### config.mk
export PLATFORM = sky130hd
export DESIGN_NAME = delta_list_timer_queue_top
export DESIGN_NICKNAME = d
export VERILOG_FILES = /design/src/hdl/dltq_pkg.sv /design/src/hdl/dltq_ram.sv /design/src/hdl/dltq_ctrl.sv /design/src/hdl/dltq_dp.sv /design/src/hdl/delta_list_timer_queue_top.sv
export VERILOG_INCLUDE_DIRS = /design/src /design/src/hdl
export SDC_FILE = /design/constraint.sdc
export NUM_CORES = 2
export LEC_CHECK = 0
export ABC_AREA = 1
export BUFFER_PORTS_ARGS = -buffer_cell sky130_fd_sc_hd__buf_2
export CAP_MARGIN = 20
export CORE_UTILIZATION = 50
export CTS_CLUSTER_DIAMETER = 200
export CTS_CLUSTER_SIZE = 40
export DETAILED_ROUTE_END_ITERATION = 16
export PLACE_DENSITY = 0.68
export RECOVER_POWER = 25
export SLEW_MARGIN = 10
export SYNTH_ARGS = -nofsm -noshare
export SYNTH_HDL_FRONTEND = slang
export SYNTH_SLANG_ARGS = --single-unit
### constraint.sdc
create_clock -name clock -period 5.9 [get_ports clock]
set_input_delay 0.885 -clock clock [delete_from_list [all_inputs] [get_ports clock]]
set_output_delay 0.885 -clock clock [all_outputs]
set_load 0.02 [all_outputs]
### src/hdl/assert_macros.svh
// Assertion macros used by the timer queue sequencer.
// No dependencies; compiled out when SYNTHESIS is defined.
`ifndef ASSERT_MACROS_SVH
`define ASSERT_MACROS_SVH
`ifndef SYNTHESIS
`define ASSERT_ALWAYS(lbl, clk, rst, prop) \
   lbl: assert property (@(posedge clk) disable iff (rst) (prop)) \
      else $error("assertion failed");
`define ASSERT_NEXT(lbl, clk, rst, ante, cons) \
   lbl: assert property (@(posedge clk) disable iff (rst) (ante) |=> (cons)) \
      else $error("assertion failed");
`else
`define ASSERT_ALWAYS(lbl, clk, rst, prop)
`define ASSERT_NEXT(lbl, clk, rst, ante, cons)
`endif
`endif

### src/hdl/dltq_pkg.sv
// Types and constants for the delta-list timer queue.
// No dependencies.
package dltq_pkg;

   localparam int MODE_W  = 3;
   localparam int SLOT_W  = 4;
   localparam int DELAY_W = 32;
   localparam int PROC_W  = 8;
   localparam int KIND_W  = 2;
   localparam int VALUE_W = 32;
   localparam int TPS_W   = 10;
   localparam logic [TPS_W-1:0] TPS_RESET = 10'd20;

   typedef enum logic [MODE_W-1:0] {
      MODE_TICK    = 3'd0,
      MODE_ARM     = 3'd1,
      MODE_WAIT    = 3'd2,
      MODE_CANCEL  = 3'd3,
      MODE_REARM   = 3'd4,
      MODE_RELEASE = 3'd5,
      MODE_UPTIME  = 3'd6,
      MODE_BAD     = 3'd7
   } mode_type;

   typedef enum logic [KIND_W-1:0] {
      KIND_TICK   = 2'd0,
      KIND_WAKE   = 2'd1,
      KIND_STATUS = 2'd2,
      KIND_VALUE  = 2'd3
   } kind_type;

   typedef enum logic [1:0] {
      SLOT_FREE   = 2'd0,
      SLOT_SOLO   = 2'd1,
      SLOT_ACTIVE = 2'd2
   } slot_state_type;

   typedef struct packed {
      logic [MODE_W-1:0]  mode;
      logic [SLOT_W-1:0]  slot;
      logic [DELAY_W-1:0] delay;
      logic [PROC_W-1:0]  process;
   } req_type;

   typedef struct packed {
      logic [KIND_W-1:0]  kind;
      logic [SLOT_W-1:0]  out_slot;
      logic [PROC_W-1:0]  wake_process;
      logic               wake_valid;
      logic               was_cancelled;
      logic               ok;
      logic               led;
      logic               rotate;
      logic [VALUE_W-1:0] value;
      logic               last;
   } rsp_type;

   typedef enum logic [4:0] {
      OP_IDLE, OP_NOP, OP_TICK_INC, OP_DIV, OP_TICK_LED, OP_EXP_RD, OP_EXP_CHK,
      OP_TICK_DONE, OP_ARM, OP_FAIL, OP_WAIT_CANC, OP_WAIT_OWN, OP_WAIT_D,
      OP_CAN0, OP_CAN1, OP_CAN_EMIT, OP_REARM, OP_REL_FIN, OP_UPTIME, OP_EMIT_OK,
      OP_RM0, OP_RM1, OP_RM2, OP_INS_EMPTY, OP_INS0, OP_INS1, OP_INS2, OP_INS3,
      OP_INS4, OP_INS5
   } op_type;

   typedef struct packed {
      op_type op;
      logic   accept;
   } cmd_type;

   typedef struct packed {
      mode_type mode;
      logic     live;
      logic     active;
      logic     solo;
      logic     cancelled;
      logic     nonempty;
      logic     div_last;
      logic     exp_zero;
      logic     rm_lone;
      logic     ins_more;
   } stat_type;

endpackage

### src/hdl/dltq_ram.sv
// Generic single-write, single-read RAM with registered read data.
// No dependencies.
module dltq_ram #(
   parameter int WIDTH = 32,
   parameter int DEPTH = 16
) (
   input  logic                     clock,
   input  logic                     we,
   input  logic [$clog2(DEPTH)-1:0] waddr,
   input  logic [WIDTH-1:0]         wdata,
   input  logic [$clog2(DEPTH)-1:0] raddr,
   output logic [WIDTH-1:0]         rdata
);
   logic [WIDTH-1:0] mem_ff [DEPTH];
   logic [WIDTH-1:0] rdata_ff;

   always_ff @(posedge clock) begin
      if (we) begin
         mem_ff[waddr] <= wdata;
      end
      rdata_ff <= mem_ff[raddr];
   end

   assign rdata = rdata_ff;
endmodule

### src/hdl/dltq_ctrl.sv
// Sequencer for the timer queue: decodes a request and steps the datapath.
// Depends on dltq_pkg and assert_macros.svh.
`include "assert_macros.svh"
module dltq_ctrl (
   input  logic               clock,
   input  logic               reset,
   input  logic               start,
   output logic               busy,
   input  dltq_pkg::stat_type st,
   output dltq_pkg::cmd_type  cmd
);
   import dltq_pkg::*;

   typedef enum logic [30:0] {
      S_IDLE      = 31'd1,
      S_DISPATCH  = 31'd1 << 1,
      S_TICK_INC  = 31'd1 << 2,
      S_DIV       = 31'd1 << 3,
      S_TICK_LED  = 31'd1 << 4,
      S_EXP_RD    = 31'd1 << 5,
      S_EXP_CHK   = 31'd1 << 6,
      S_TICK_DONE = 31'd1 << 7,
      S_ARM       = 31'd1 << 8,
      S_FAIL      = 31'd1 << 9,
      S_WAIT_CANC = 31'd1 << 10,
      S_WAIT_OWN  = 31'd1 << 11,
      S_WAIT_D    = 31'd1 << 12,
      S_CAN0      = 31'd1 << 13,
      S_CAN1      = 31'd1 << 14,
      S_CAN_EMIT  = 31'd1 << 15,
      S_REARM     = 31'd1 << 16,
      S_REL_FIN   = 31'd1 << 17,
      S_UPTIME    = 31'd1 << 18,
      S_EMIT_OK   = 31'd1 << 19,
      S_RM0       = 31'd1 << 20,
      S_RM1       = 31'd1 << 21,
      S_RM2       = 31'd1 << 22,
      S_RM_DONE   = 31'd1 << 23,
      S_INS_EMPTY = 31'd1 << 24,
      S_INS0      = 31'd1 << 25,
      S_INS1      = 31'd1 << 26,
      S_INS2      = 31'd1 << 27,
      S_INS3      = 31'd1 << 28,
      S_INS4      = 31'd1 << 29,
      S_INS5      = 31'd1 << 30
   } state_type;

   typedef enum logic [1:0] {
      RET_EXP, RET_CAN, RET_REARM, RET_REL
   } ret_type;

   state_type state_ff, state_in;
   ret_type   ret_ff, ret_in;
   state_type ins_entry;

   // insertion into an empty list is a single write step
   assign ins_entry = st.nonempty ? S_INS0 : S_INS_EMPTY;

   always_comb begin
      state_in = state_ff;
      ret_in   = ret_ff;
      unique case (state_ff)
         S_IDLE:      if (start) state_in = S_DISPATCH;
         S_DISPATCH: begin
            ret_in = RET_REL;
            unique case (st.mode)
               MODE_TICK:    state_in = S_TICK_INC;
               MODE_ARM:     state_in = S_ARM;
               MODE_WAIT: begin
                  if (!st.live)          state_in = S_FAIL;
                  else if (st.cancelled) state_in = S_WAIT_CANC;
                  else                   state_in = S_WAIT_OWN;
               end
               MODE_CANCEL:  state_in = st.active ? S_CAN0 : S_FAIL;
               MODE_REARM:   state_in = (!st.live || st.cancelled) ? S_FAIL : S_REARM;
               MODE_RELEASE: begin
                  if (!st.live)       state_in = S_FAIL;
                  else if (st.active) state_in = S_RM0;
                  else                state_in = S_REL_FIN;
               end
               MODE_UPTIME:  state_in = S_UPTIME;
               MODE_BAD:     state_in = S_FAIL;
               default:      state_in = S_FAIL;
            endcase
         end
         S_TICK_INC:  state_in = S_DIV;
         S_DIV:       if (st.div_last) state_in = S_TICK_LED;
         S_TICK_LED:  state_in = S_EXP_RD;
         S_EXP_RD:    state_in = st.nonempty ? S_EXP_CHK : S_TICK_DONE;
         S_EXP_CHK: begin
            ret_in   = RET_EXP;
            state_in = st.exp_zero ? S_RM0 : S_TICK_DONE;
         end
         S_TICK_DONE, S_ARM, S_FAIL, S_WAIT_CANC, S_CAN_EMIT, S_REL_FIN, S_UPTIME,
         S_EMIT_OK:   state_in = S_IDLE;
         S_WAIT_OWN:  state_in = st.solo ? S_WAIT_D : S_EMIT_OK;
         S_WAIT_D:    state_in = ins_entry;
         S_CAN0:      state_in = S_CAN1;
         S_CAN1: begin
            ret_in   = RET_CAN;
            state_in = S_RM0;
         end
         S_REARM: begin
            ret_in   = RET_REARM;
            state_in = st.active ? S_RM0 : ins_entry;
         end
         S_RM0:       state_in = S_RM1;
         S_RM1:       state_in = st.rm_lone ? S_RM_DONE : S_RM2;
         S_RM2:       state_in = S_RM_DONE;
         S_RM_DONE: begin
            unique case (ret_ff)
               RET_EXP:   state_in = S_EXP_RD;
               RET_CAN:   state_in = S_CAN_EMIT;
               RET_REARM: state_in = ins_entry;
               RET_REL:   state_in = S_REL_FIN;
               default:   state_in = S_IDLE;
            endcase
         end
         S_INS_EMPTY: state_in = S_EMIT_OK;
         S_INS0:      state_in = S_INS1;
         S_INS1:      state_in = S_INS2;
         S_INS2:      state_in = st.ins_more ? S_INS3 : S_INS4;
         S_INS3:      state_in = S_INS2;
         S_INS4:      state_in = S_INS5;
         S_INS5:      state_in = S_EMIT_OK;
         default:     state_in = S_IDLE;
      endcase
   end

   always_comb begin
      cmd.accept = (state_ff == S_IDLE) && start;
      unique case (state_ff)
         S_IDLE:      cmd.op = OP_IDLE;
         S_TICK_INC:  cmd.op = OP_TICK_INC;
         S_DIV:       cmd.op = OP_DIV;
         S_TICK_LED:  cmd.op = OP_TICK_LED;
         S_EXP_RD:    cmd.op = OP_EXP_RD;
         S_EXP_CHK:   cmd.op = OP_EXP_CHK;
         S_TICK_DONE: cmd.op = OP_TICK_DONE;
         S_ARM:       cmd.op = OP_ARM;
         S_FAIL:      cmd.op = OP_FAIL;
         S_WAIT_CANC: cmd.op = OP_WAIT_CANC;
         S_WAIT_OWN:  cmd.op = OP_WAIT_OWN;
         S_WAIT_D:    cmd.op = OP_WAIT_D;
         S_CAN0:      cmd.op = OP_CAN0;
         S_CAN1:      cmd.op = OP_CAN1;
         S_CAN_EMIT:  cmd.op = OP_CAN_EMIT;
         S_REARM:     cmd.op = OP_REARM;
         S_REL_FIN:   cmd.op = OP_REL_FIN;
         S_UPTIME:    cmd.op = OP_UPTIME;
         S_EMIT_OK:   cmd.op = OP_EMIT_OK;
         S_RM0:       cmd.op = OP_RM0;
         S_RM1:       cmd.op = OP_RM1;
         S_RM2:       cmd.op = OP_RM2;
         S_INS_EMPTY: cmd.op = OP_INS_EMPTY;
         S_INS0:      cmd.op = OP_INS0;
         S_INS1:      cmd.op = OP_INS1;
         S_INS2:      cmd.op = OP_INS2;
         S_INS3:      cmd.op = OP_INS3;
         S_INS4:      cmd.op = OP_INS4;
         S_INS5:      cmd.op = OP_INS5;
         default:     cmd.op = OP_NOP;
      endcase
   end

   assign busy = (state_ff != S_IDLE);

   always_ff @(posedge clock) begin
      if (reset) begin
         state_ff <= S_IDLE;
         ret_ff   <= RET_EXP;
      end else begin
         state_ff <= state_in;
         ret_ff   <= ret_in;
      end
   end

   `ASSERT_NEXT(a_accept_busy, clock, reset, start && !busy, busy)
   `ASSERT_ALWAYS(a_exp_nonempty, clock, reset, (state_ff != S_EXP_CHK) || st.nonempty)
   `ASSERT_ALWAYS(a_ins_nonempty, clock, reset, (state_ff != S_INS0) || st.nonempty)
   `ASSERT_NEXT(a_done_idle, clock, reset, state_ff == S_TICK_DONE, !busy)
endmodule

### src/hdl/dltq_dp.sv
// Datapath of the timer queue: slot tables, delta list RAMs, uptime,
// heartbeat divider and result register. Depends on dltq_pkg, dltq_ram.
module dltq_dp #(
   parameter int EVENTS  = 16,
   parameter int QUANTUM = 4
) (
   input  logic                          clock,
   input  logic                          reset,
   input  dltq_pkg::cmd_type             cmd,
   output dltq_pkg::stat_type            st,
   input  dltq_pkg::req_type             req_data,
   input  logic                          csr_we,
   input  logic [dltq_pkg::TPS_W-1:0]    csr_wdata,
   output logic                          rsp_valid,
   output dltq_pkg::rsp_type             rsp_data
);
   import dltq_pkg::*;

   localparam int IW = $clog2(EVENTS);
   localparam int QW = $clog2(QUANTUM) + 1;
   localparam int CW = $clog2(VALUE_W);

   req_type              req_ff, req_in;
   logic [IW-1:0]        s_ff, s_in, head_ff, head_in;
   logic                 nonempty_ff, nonempty_in;
   logic [VALUE_W-1:0]   uptime_ff, uptime_in;
   logic                 led_ff, led_in, rot_ff, rot_in;
   logic [TPS_W-1:0]     tps_ff, tps_in, tps_eff;
   slot_state_type       stat_ff [EVENTS];
   slot_state_type       stat_in [EVENTS];
   logic [EVENTS-1:0]    ov_ff, ov_in, cn_ff, cn_in;
   logic [IW-1:0]        n_ff, n_in, p_ff, p_in, t_ff, t_in;
   logic [IW-1:0]        last_ff, last_in, pos_ff, pos_in;
   logic [DELAY_W-1:0]   ds_ff, ds_in, d_ff, d_in, psum_ff, psum_in;
   logic [DELAY_W-1:0]   dpos_ff, dpos_in;
   logic [DELAY_W:0]     sum_ff, sum_in;
   logic                 add_ff, add_in, caseb_ff, caseb_in;
   logic [CW-1:0]        cnt_ff, cnt_in;
   logic [VALUE_W-1:0]   sh_ff, sh_in;
   logic [TPS_W-1:0]     rt_ff, rt_in;
   logic [QW-1:0]        qc_ff, qc_in;
   logic                 wv_ff, wv_in;
   logic [PROC_W-1:0]    wproc_ff, wproc_in;
   rsp_type              rsp_ff, rsp_in, blank;
   logic                 rsp_v_ff, rsp_v_in;

   logic [TPS_W:0]       tt;
   logic                 caseb_now, wv_now;
   logic [IW-1:0]        pos_now, free_idx, raddr;
   logic                 free_found;

   logic                 d_we, nx_we, pv_we, ow_we;
   logic [IW-1:0]        d_wa, nx_wa, pv_wa, ow_wa;
   logic [DELAY_W-1:0]   d_wd, q_delta;
   logic [IW-1:0]        nx_wd, pv_wd, q_next, q_prev;
   logic [PROC_W-1:0]    ow_wd, q_owner;

   dltq_ram #(.WIDTH(DELAY_W), .DEPTH(EVENTS)) u_delta (
      .clock, .we(d_we), .waddr(d_wa), .wdata(d_wd), .raddr(raddr), .rdata(q_delta));
   dltq_ram #(.WIDTH(IW), .DEPTH(EVENTS)) u_next (
      .clock, .we(nx_we), .waddr(nx_wa), .wdata(nx_wd), .raddr(raddr), .rdata(q_next));
   dltq_ram #(.WIDTH(IW), .DEPTH(EVENTS)) u_prev (
      .clock, .we(pv_we), .waddr(pv_wa), .wdata(pv_wd), .raddr(raddr), .rdata(q_prev));
   dltq_ram #(.WIDTH(PROC_W), .DEPTH(EVENTS)) u_owner (
      .clock, .we(ow_we), .waddr(ow_wa), .wdata(ow_wd), .raddr(raddr), .rdata(q_owner));

   assign tps_eff = (tps_ff == '0) ? TPS_W'(1) : tps_ff;

   // lowest free slot
   always_comb begin
      free_idx   = '0;
      free_found = 1'b0;
      for (int i = EVENTS - 1; i >= 0; i--) begin
         if (stat_ff[i] == SLOT_FREE) begin
            free_idx   = IW'(i);
            free_found = 1'b1;
         end
      end
   end

   always_comb begin
      blank      = '0;
      blank.led  = led_ff;
      blank.last = 1'b1;
      blank.kind = KIND_STATUS;
   end

   // end of the walk: either past every entry or stopped at the first
   // entry whose running sum reaches the delay
   assign caseb_now = !(sum_ff < {1'b0, d_ff});
   assign pos_now   = caseb_now ? last_ff : head_ff;
   assign wv_now    = ov_ff[head_ff] && !cn_ff[head_ff];

   always_comb begin
      st.mode      = mode_type'(req_ff.mode);
      st.live      = (32'(req_ff.slot) < EVENTS) && (stat_ff[s_ff] != SLOT_FREE);
      st.active    = (32'(req_ff.slot) < EVENTS) && (stat_ff[s_ff] == SLOT_ACTIVE);
      st.solo      = (stat_ff[s_ff] == SLOT_SOLO);
      st.cancelled = cn_ff[s_ff];
      st.nonempty  = nonempty_ff;
      st.div_last  = (cnt_ff == {CW{1'b1}});
      st.exp_zero  = (q_delta == '0);
      st.rm_lone   = (head_ff == s_ff) && (q_next == s_ff);
      st.ins_more  = (sum_ff < {1'b0, d_ff}) && (t_ff != head_ff);
   end

   always_comb begin
      req_in = req_ff;  s_in = s_ff;  head_in = head_ff;  nonempty_in = nonempty_ff;
      uptime_in = uptime_ff;  led_in = led_ff;  rot_in = rot_ff;
      stat_in = stat_ff;  ov_in = ov_ff;  cn_in = cn_ff;
      n_in = n_ff;  p_in = p_ff;  t_in = t_ff;  last_in = last_ff;  pos_in = pos_ff;
      ds_in = ds_ff;  d_in = d_ff;  psum_in = psum_ff;  dpos_in = dpos_ff;
      sum_in = sum_ff;  add_in = add_ff;  caseb_in = caseb_ff;
      cnt_in = cnt_ff;  sh_in = sh_ff;  rt_in = rt_ff;  qc_in = qc_ff;
      wv_in = wv_ff;  wproc_in = wproc_ff;
      rsp_in = rsp_ff;  rsp_v_in = 1'b0;
      tps_in = csr_we ? csr_wdata : tps_ff;
      raddr = s_ff;
      d_we = 1'b0;  d_wa = s_ff;  d_wd = d_ff;
      nx_we = 1'b0; nx_wa = s_ff; nx_wd = s_ff;
      pv_we = 1'b0; pv_wa = s_ff; pv_wd = s_ff;
      ow_we = 1'b0; ow_wa = s_ff; ow_wd = req_ff.process;
      tt = {rt_ff, sh_ff[VALUE_W-1]};

      unique case (cmd.op)
         OP_IDLE: begin
            if (cmd.accept) begin
               req_in = req_data;
               s_in   = IW'(req_data.slot);
            end
         end
         OP_NOP: ;
         OP_TICK_INC: begin
            uptime_in = uptime_ff + 32'd1;
            sh_in     = uptime_ff + 32'd1;
            cnt_in    = '0;
            rt_in     = '0;
            // uptime mod QUANTUM, restarted when the uptime wraps to zero
            if ((uptime_ff == '1) || (qc_ff == QW'(QUANTUM - 1))) qc_in = '0;
            else qc_in = qc_ff + QW'(1);
         end
         OP_DIV: begin
            // one quotient bit a cycle for the heartbeat remainder
            sh_in  = sh_ff << 1;
            cnt_in = cnt_ff + CW'(1);
            rt_in  = (tt >= {1'b0, tps_eff}) ? TPS_W'(tt - {1'b0, tps_eff}) : TPS_W'(tt);
         end
         OP_TICK_LED: begin
            if (rt_ff == '0) led_in = ~led_ff;
            rot_in = (qc_ff == '0);
         end
         OP_EXP_RD: raddr = head_ff;
         OP_EXP_CHK: begin
            if (q_delta == '0) begin
               rsp_in              = blank;
               rsp_in.kind         = KIND_WAKE;
               rsp_in.out_slot     = SLOT_W'(head_ff);
               rsp_in.wake_valid   = wv_now;
               rsp_in.wake_process = wv_now ? q_owner : '0;
               rsp_in.ok           = 1'b1;
               rsp_in.last         = 1'b0;
               rsp_v_in            = 1'b1;
               s_in                = head_ff;
               stat_in[head_ff]    = SLOT_SOLO;
               ov_in[head_ff]      = 1'b0;
            end else begin
               d_we = 1'b1;
               d_wa = head_ff;
               d_wd = q_delta - 32'd1;
            end
         end
         OP_TICK_DONE: begin
            rsp_in        = blank;
            rsp_in.kind   = KIND_TICK;
            rsp_in.ok     = 1'b1;
            rsp_in.rotate = rot_ff;
            rsp_v_in      = 1'b1;
         end
         OP_ARM: begin
            rsp_in   = blank;
            rsp_v_in = 1'b1;
            if (free_found) begin
               stat_in[free_idx] = SLOT_SOLO;
               ov_in[free_idx]   = 1'b0;
               cn_in[free_idx]   = 1'b0;
               d_we              = 1'b1;
               d_wa              = free_idx;
               d_wd              = req_ff.delay;
               rsp_in.out_slot   = SLOT_W'(free_idx);
               rsp_in.ok         = 1'b1;
            end
         end
         OP_FAIL: begin
            rsp_in   = blank;
            rsp_v_in = 1'b1;
         end
         OP_WAIT_CANC: begin
            rsp_in               = blank;
            rsp_in.ok            = 1'b1;
            rsp_in.was_cancelled = 1'b1;
            rsp_v_in             = 1'b1;
         end
         OP_WAIT_OWN: begin
            ow_we       = 1'b1;
            ov_in[s_ff] = 1'b1;
            if (stat_ff[s_ff] == SLOT_SOLO) stat_in[s_ff] = SLOT_ACTIVE;
         end
         OP_WAIT_D: d_in = q_delta;
         OP_CAN0: ;
         OP_CAN1: begin
            wv_in         = ov_ff[s_ff];
            wproc_in      = ov_ff[s_ff] ? q_owner : '0;
            stat_in[s_ff] = SLOT_SOLO;
            cn_in[s_ff]   = 1'b1;
            ov_in[s_ff]   = 1'b0;
         end
         OP_CAN_EMIT: begin
            rsp_in              = blank;
            rsp_in.ok           = 1'b1;
            rsp_in.wake_valid   = wv_ff;
            rsp_in.wake_process = wproc_ff;
            rsp_v_in            = 1'b1;
         end
         OP_REARM: begin
            d_in          = req_ff.delay;
            stat_in[s_ff] = SLOT_ACTIVE;
         end
         OP_REL_FIN: begin
            stat_in[s_ff]        = SLOT_FREE;
            ov_in[s_ff]          = 1'b0;
            rsp_in               = blank;
            rsp_in.ok            = 1'b1;
            rsp_in.was_cancelled = cn_ff[s_ff];
            rsp_v_in             = 1'b1;
         end
         OP_UPTIME: begin
            rsp_in       = blank;
            rsp_in.kind  = KIND_VALUE;
            rsp_in.ok    = 1'b1;
            rsp_in.value = uptime_ff;
            rsp_v_in     = 1'b1;
         end
         OP_EMIT_OK: begin
            rsp_in    = blank;
            rsp_in.ok = 1'b1;
            rsp_v_in  = 1'b1;
         end
         OP_RM0: ;
         OP_RM1: begin
            n_in  = q_next;
            p_in  = q_prev;
            ds_in = q_delta;
            raddr = q_next;
            if ((head_ff == s_ff) && (q_next == s_ff)) begin
               nonempty_in = 1'b0;
            end else begin
               if (head_ff == s_ff) head_in = q_next;
               // successor of the tail is the head: nothing to carry
               add_in = (head_ff == s_ff) || (q_next != head_ff);
            end
         end
         OP_RM2: begin
            d_we  = add_ff;
            d_wa  = n_ff;
            d_wd  = q_delta + ds_ff;
            nx_we = 1'b1;  nx_wa = p_ff;  nx_wd = n_ff;
            pv_we = 1'b1;  pv_wa = n_ff;  pv_wd = p_ff;
         end
         OP_INS_EMPTY: begin
            head_in     = s_ff;
            nonempty_in = 1'b1;
            nx_we = 1'b1;
            pv_we = 1'b1;
            d_we  = 1'b1;
         end
         OP_INS0: raddr = head_ff;
         OP_INS1: begin
            sum_in  = {1'b0, q_delta};
            t_in    = q_next;
            psum_in = '0;
            last_in = head_ff;
         end
         OP_INS2: begin
            if (st.ins_more) begin
               raddr = t_ff;
            end else begin
               caseb_in = caseb_now;
               pos_in   = pos_now;
               ds_in    = caseb_now ? (d_ff - psum_ff) : (d_ff - sum_ff[DELAY_W-1:0]);
               dpos_in  = DELAY_W'(sum_ff - {1'b0, psum_ff});
               raddr    = pos_now;
            end
         end
         OP_INS3: begin
            psum_in = sum_ff[DELAY_W-1:0];
            last_in = t_ff;
            sum_in  = sum_ff + {1'b0, q_delta};
            t_in    = q_next;
         end
         OP_INS4: begin
            p_in  = q_prev;
            nx_we = 1'b1;  nx_wa = s_ff;  nx_wd = pos_ff;
            pv_we = 1'b1;  pv_wa = s_ff;  pv_wd = q_prev;
            d_we  = 1'b1;  d_wa  = s_ff;  d_wd  = ds_ff;
         end
         OP_INS5: begin
            nx_we = 1'b1;  nx_wa = p_ff;   nx_wd = s_ff;
            pv_we = 1'b1;  pv_wa = pos_ff; pv_wd = s_ff;
            d_we  = caseb_ff;
            d_wa  = pos_ff;
            d_wd  = dpos_ff - ds_ff;
            if (caseb_ff && (pos_ff == head_ff)) head_in = s_ff;
         end
         default: ;
      endcase
   end

   always_ff @(posedge clock) begin
      if (reset) begin
         head_ff     <= '0;
         nonempty_ff <= 1'b0;
         uptime_ff   <= '0;
         qc_ff       <= '0;
         led_ff      <= 1'b0;
         tps_ff      <= TPS_RESET;
         ov_ff       <= '0;
         cn_ff       <= '0;
         rsp_v_ff    <= 1'b0;
         for (int i = 0; i < EVENTS; i++) begin
            stat_ff[i] <= SLOT_FREE;
         end
      end else begin
         head_ff     <= head_in;
         nonempty_ff <= nonempty_in;
         uptime_ff   <= uptime_in;
         qc_ff       <= qc_in;
         led_ff      <= led_in;
         tps_ff      <= tps_in;
         ov_ff       <= ov_in;
         cn_ff       <= cn_in;
         rsp_v_ff    <= rsp_v_in;
         stat_ff     <= stat_in;
      end
   end

   always_ff @(posedge clock) begin
      req_ff <= req_in;  s_ff <= s_in;  rot_ff <= rot_in;
      n_ff <= n_in;  p_ff <= p_in;  t_ff <= t_in;  last_ff <= last_in;  pos_ff <= pos_in;
      ds_ff <= ds_in;  d_ff <= d_in;  psum_ff <= psum_in;  dpos_ff <= dpos_in;
      sum_ff <= sum_in;  add_ff <= add_in;  caseb_ff <= caseb_in;
      cnt_ff <= cnt_in;  sh_ff <= sh_in;  rt_ff <= rt_in;
      wv_ff <= wv_in;  wproc_ff <= wproc_in;  rsp_ff <= rsp_in;
   end

   assign rsp_valid = rsp_v_ff;
   assign rsp_data  = rsp_ff;
endmodule

### src/hdl/delta_list_timer_queue_top.sv
// Top level of the delta-list timer queue: sequencer plus datapath.
// Depends on dltq_pkg, dltq_ctrl, dltq_dp, dltq_ram.
//
// One request is taken when start is high and busy is low; busy stays high
// until the last result word has been issued. Results come one per cycle
// slot on rsp_valid and cannot be held off, so the receiver must take every
// word as it appears; rsp_data.last marks the final word of a request.
// A tick's length is set by the uptime update and the bit-serial remainder
// unit that drives the heartbeat (one bit a cycle over 32 bits), and each
// expired entry adds a removal from the list; rotate comes from a phase
// counter that follows the uptime. Wait and rearm walk the delta list through
// the list RAMs entry by entry. No clearing pass is needed after reset.
module delta_list_timer_queue_top #(
   parameter int EVENTS  = 16,
   parameter int QUANTUM = 4
) (
   input  logic                       clock,
   input  logic                       reset,
   input  logic                       start,
   output logic                       busy,
   input  dltq_pkg::req_type          req_data,
   output logic                       rsp_valid,
   output dltq_pkg::rsp_type          rsp_data,
   input  logic                       csr_we,
   input  logic [dltq_pkg::TPS_W-1:0] csr_wdata
);
   import dltq_pkg::*;

   cmd_type  cmd;
   stat_type st;

   dltq_ctrl u_ctrl (
      .clock, .reset, .start, .busy, .st, .cmd
   );

   dltq_dp #(.EVENTS(EVENTS), .QUANTUM(QUANTUM)) u_dp (
      .clock, .reset, .cmd, .st, .req_data, .csr_we, .csr_wdata, .rsp_valid, .rsp_data
   );
endmodule
==> impl_metrics.yaml <==
floorplan:
  die_w_um: 375
  die_height_um: 375
  rows: 136
  core_region_area_um2: 138000
  initial_core_util_pct: 50.5
  die-area_um2: 141000
  boundaryPins: 115
place:
  dp.cells: 9642
  hpwlAfterDp_um: 155000
  place_ws_ns: 0.543
  port_buffers: 114
  place_congestion: 1.00
synthesis:
  synth_top_cell_area_share_pct: 47.8
  yosys_most_used_dff: "edfxtp_1"
  ys_warn_count: 0
  synth-edff-count: 1107
  syn-cell-area_um2: 69600
  async_reset_ff_share_pct: 0
  ys_seq_elements: 1304
  synth_common_cells: "nand2_1, edfxtp_1, inv_1"
  syn_nets: 8191
  yosys.cell_types.count: 61
  netlist_instances: 7920
  netlist_top_cells_area: "edfxtp_1, nand2_1, nand3_1"
  postSynthAreaPerCell_um2: 8.78
  ys_seq_area_share_pct: 53.5
  yosysTopAreaCell: "edfxtp_1"
  yosysMostFrequentCell: "nand2_1"
clock_tree:
  cts_hold_buf: 0
  cts_setup_buffers: 0
  postCtsResizedCells: 0
  htreeDepth: 2
  cts.sinks: 1304
  root_buffer: "clkbuf_16"
  cts_tree: "yes"
  clk_pin_slew_ns: 0.17
  clockBufferDepth: 3
  cts_buffers: 38
  clock_latency_ns: 0.73
routing:
  viasPerCell: 5.83
  drt-met1-wl_um: 92700
  drt_iter0_drc: 6487
  drc_errors: 0
  antenna_left: 0
  dr.pass1.iters: 6
  finalWirelength_um: 221000
  post_drt_wl_per_cell_um: 22.8
  num_vias: 56600
  wl_met3_um: 17200
  dr_wl_met2_um: 104000
  top_layer: "met5"
global_routing:
  grt_pass1_wl_um: 328000
  grt_pass1_vias: 52100
  grt_usage_pct: 30.7
  antenna_found_initial: 8
  grt-ovfl-total: 0
  grt_max_degree: 158
worst_setup_path:
  slowest_stage: "edfxtp_1"
  critPathBufInv: 1
  cp-start-kind: "flip-flop"
  worst_ep_required_time_ns: 6.39
  critPathMostFrequentCell: "nand2_1"
  crit_fanout: 39
  cp_cell_sequence: "ha_1 -> a21oi_1 -> nand2_1 -> a21oi_1 -> nand2_1 -> nor2_1 -> nand2_2 -> buf_4 -> nand2_1 -> o21ai_0 -> ha_1 -> nand2_1 -> nor2_1 -> nand2_1 -> nand2_1 -> a31oi_1 -> o21ai_0 -> a31oi_1 -> o21ai_0 -> a21oi_1 -> xor2_1 -> o21ai_0"
  cp-end-kind: "flip-flop"
  worstPathArrival_ns: 6.04
  crit_family: "compound AO/OA/AOI/OAI gates"
  r2r_setup_slack_ns: 0.34
  worst-setup-path-type: "reg -> reg"
  slowest_delay_ns: 0.52
cells_and_area:
  layout-drive-gt1-share_pct: 4.86
  area_growth_pct: 5.38
  fillers: 12800
  nets: 8160
  fin_cells: 9715
sta:
  slew_violations: 422
  clock.fmax_mhz: 180
  setup_viol: 0
  fin_skew_ns: 0.0523
  worst_slew_pin_slew_ns: 3.94
  fin_ws_ns: 0.342
  timing.hold.ws_ns: 0.314
  finalHoldViolations: 0
  slew_headroom_pct: -163
  fin_crit_ns: 5.56
  finalCritPeriodShare_pct: 94.2
  setup_tns_ns: 0
  rsz0062_at_grt: "no"
job:
  max_cap_viol_count: 9
power:
  p_per_area_nw_per_um2: 226
  ir_drop_uv: 250
  p_leak_nw: 29.6
status:
  status: "complete, but fails checks"
  violations: "capacitance limit, slew limit"
worst_hold_path:
  holdCritPathClass: "in -> reg"
==> final cells by class <==
cell class	count	area, um^2	share of cell area [%]
flip-flops and latches	1304	37200	50.7
diodes	3	7.51	0.0102
repair buffers	259	1830	2.50
well taps	1794	2240	3.06
multi-input cells	5237	27000	36.8
clock inverters	3	55.1	0.0751
clock buffers	66	1060	1.44
inverters	1049	3950	5.38
==> flip-flops by register name, summed over array words and instances, names as in the netlist, 10 cells and up <==
name,count
u_dp.u_delta.mem_ff,512
u_dp.u_owner.mem_ff,128
u_dp.u_next.mem_ff,64
u_dp.u_prev.mem_ff,64
u_dp.rsp_data,52
u_dp.sum_ff,33
u_dp.d_ff,32
u_dp.dpos_ff,32
u_dp.ds_ff,32
u_dp.psum_ff,32
u_dp.req_ff,32
u_dp.sh_ff,32
u_dp.stat_ff,32
u_dp.u_delta.rdata,32
u_dp.uptime_ff,32
u_ctrl.state_ff,31
u_dp.cn_ff,16
u_dp.ov_ff,16
u_dp.rt_ff,10
u_dp.tps_ff,10
==> stage by stage <==
stage	total power [mW]	area (um^2)	util [%]
final	16.5	73300	53.2
after detailed placement	12.6	72400	52.5
after CTS	16.6	73500	53.3
after global routing	17.1	73300	53.2
after floorplan	11.9	69600	-
after global placement	12.6	72400	52.5
==> worst paths after layout <==
kind	from	endpoint	cells past startpoint
max	u_dp.sum_ff[28]	u_dp.ds_ff[30]	22
min	req_data[34]	u_dp.req_ff[34]	1
max reg2reg	u_dp.sum_ff[28]	u_dp.ds_ff[30]	22
min reg2reg	u_dp.nonempty_ff	u_ctrl.state_ff[25]	2
==> kinds of logic after synthesis <==
family / share of synthesized area [%]
AOI/OAI and AO/OA: 9.03
xor gates and xnor gates: 1.98
adders and majority gates: 3.84
buffers and inverters: 7.97
DFF: 53.5
and+or+nand+nor: 23.7
==> where the power goes <==
| group | leakage (nW) | switching, mW | internal [mW] |
|---|---|---|---|
| logic | 17.5 | 1.52 | 0.662 |
| clock network | 0.525 | 2.79 | 1.27 |
| registers | 11.6 | 0.233 | 10.1 |
| total | 29.6 | 4.55 | 12.0 |
==> metal layers <==
| layer | up-vias | global-route usage, % |
|---|---|---|
| met1 | 27200 | 42.3 |
| li1 | 26500 | - |
| met2 | 2469 | 50.0 |
| met3 | 370 | 3.76 |
| met4 | 2 | 10.7 |
| met5 | - | 0 |
==> cells in the final DEF (no fill, tap or decap), drive strengths merged, types with 3 or more instances in the layout <==
cell type  count
inv         1044
nand3b       106
o221ai        23
nand3        973
clkbuf       141
o2111ai       16
xnor2         54
a21o          12
xor2         103
nor2         689
dfxtp        197
and2           3
o21ai        466
fa             6
nand4         63
ha           204
a21boi        15
a21oi        383
nor3          90
o31ai          8
o21a          16
a221oi        13
o211ai        26
nor4          22
a211oi        15
nand2       1748
a22oi         12
or2           58
buf          184
a31oi         39
edfxtp      1107
o22ai         39
diode          3
a22o          12
clkinv         7
o21bai         9
(Power assumes the default switching activity.)
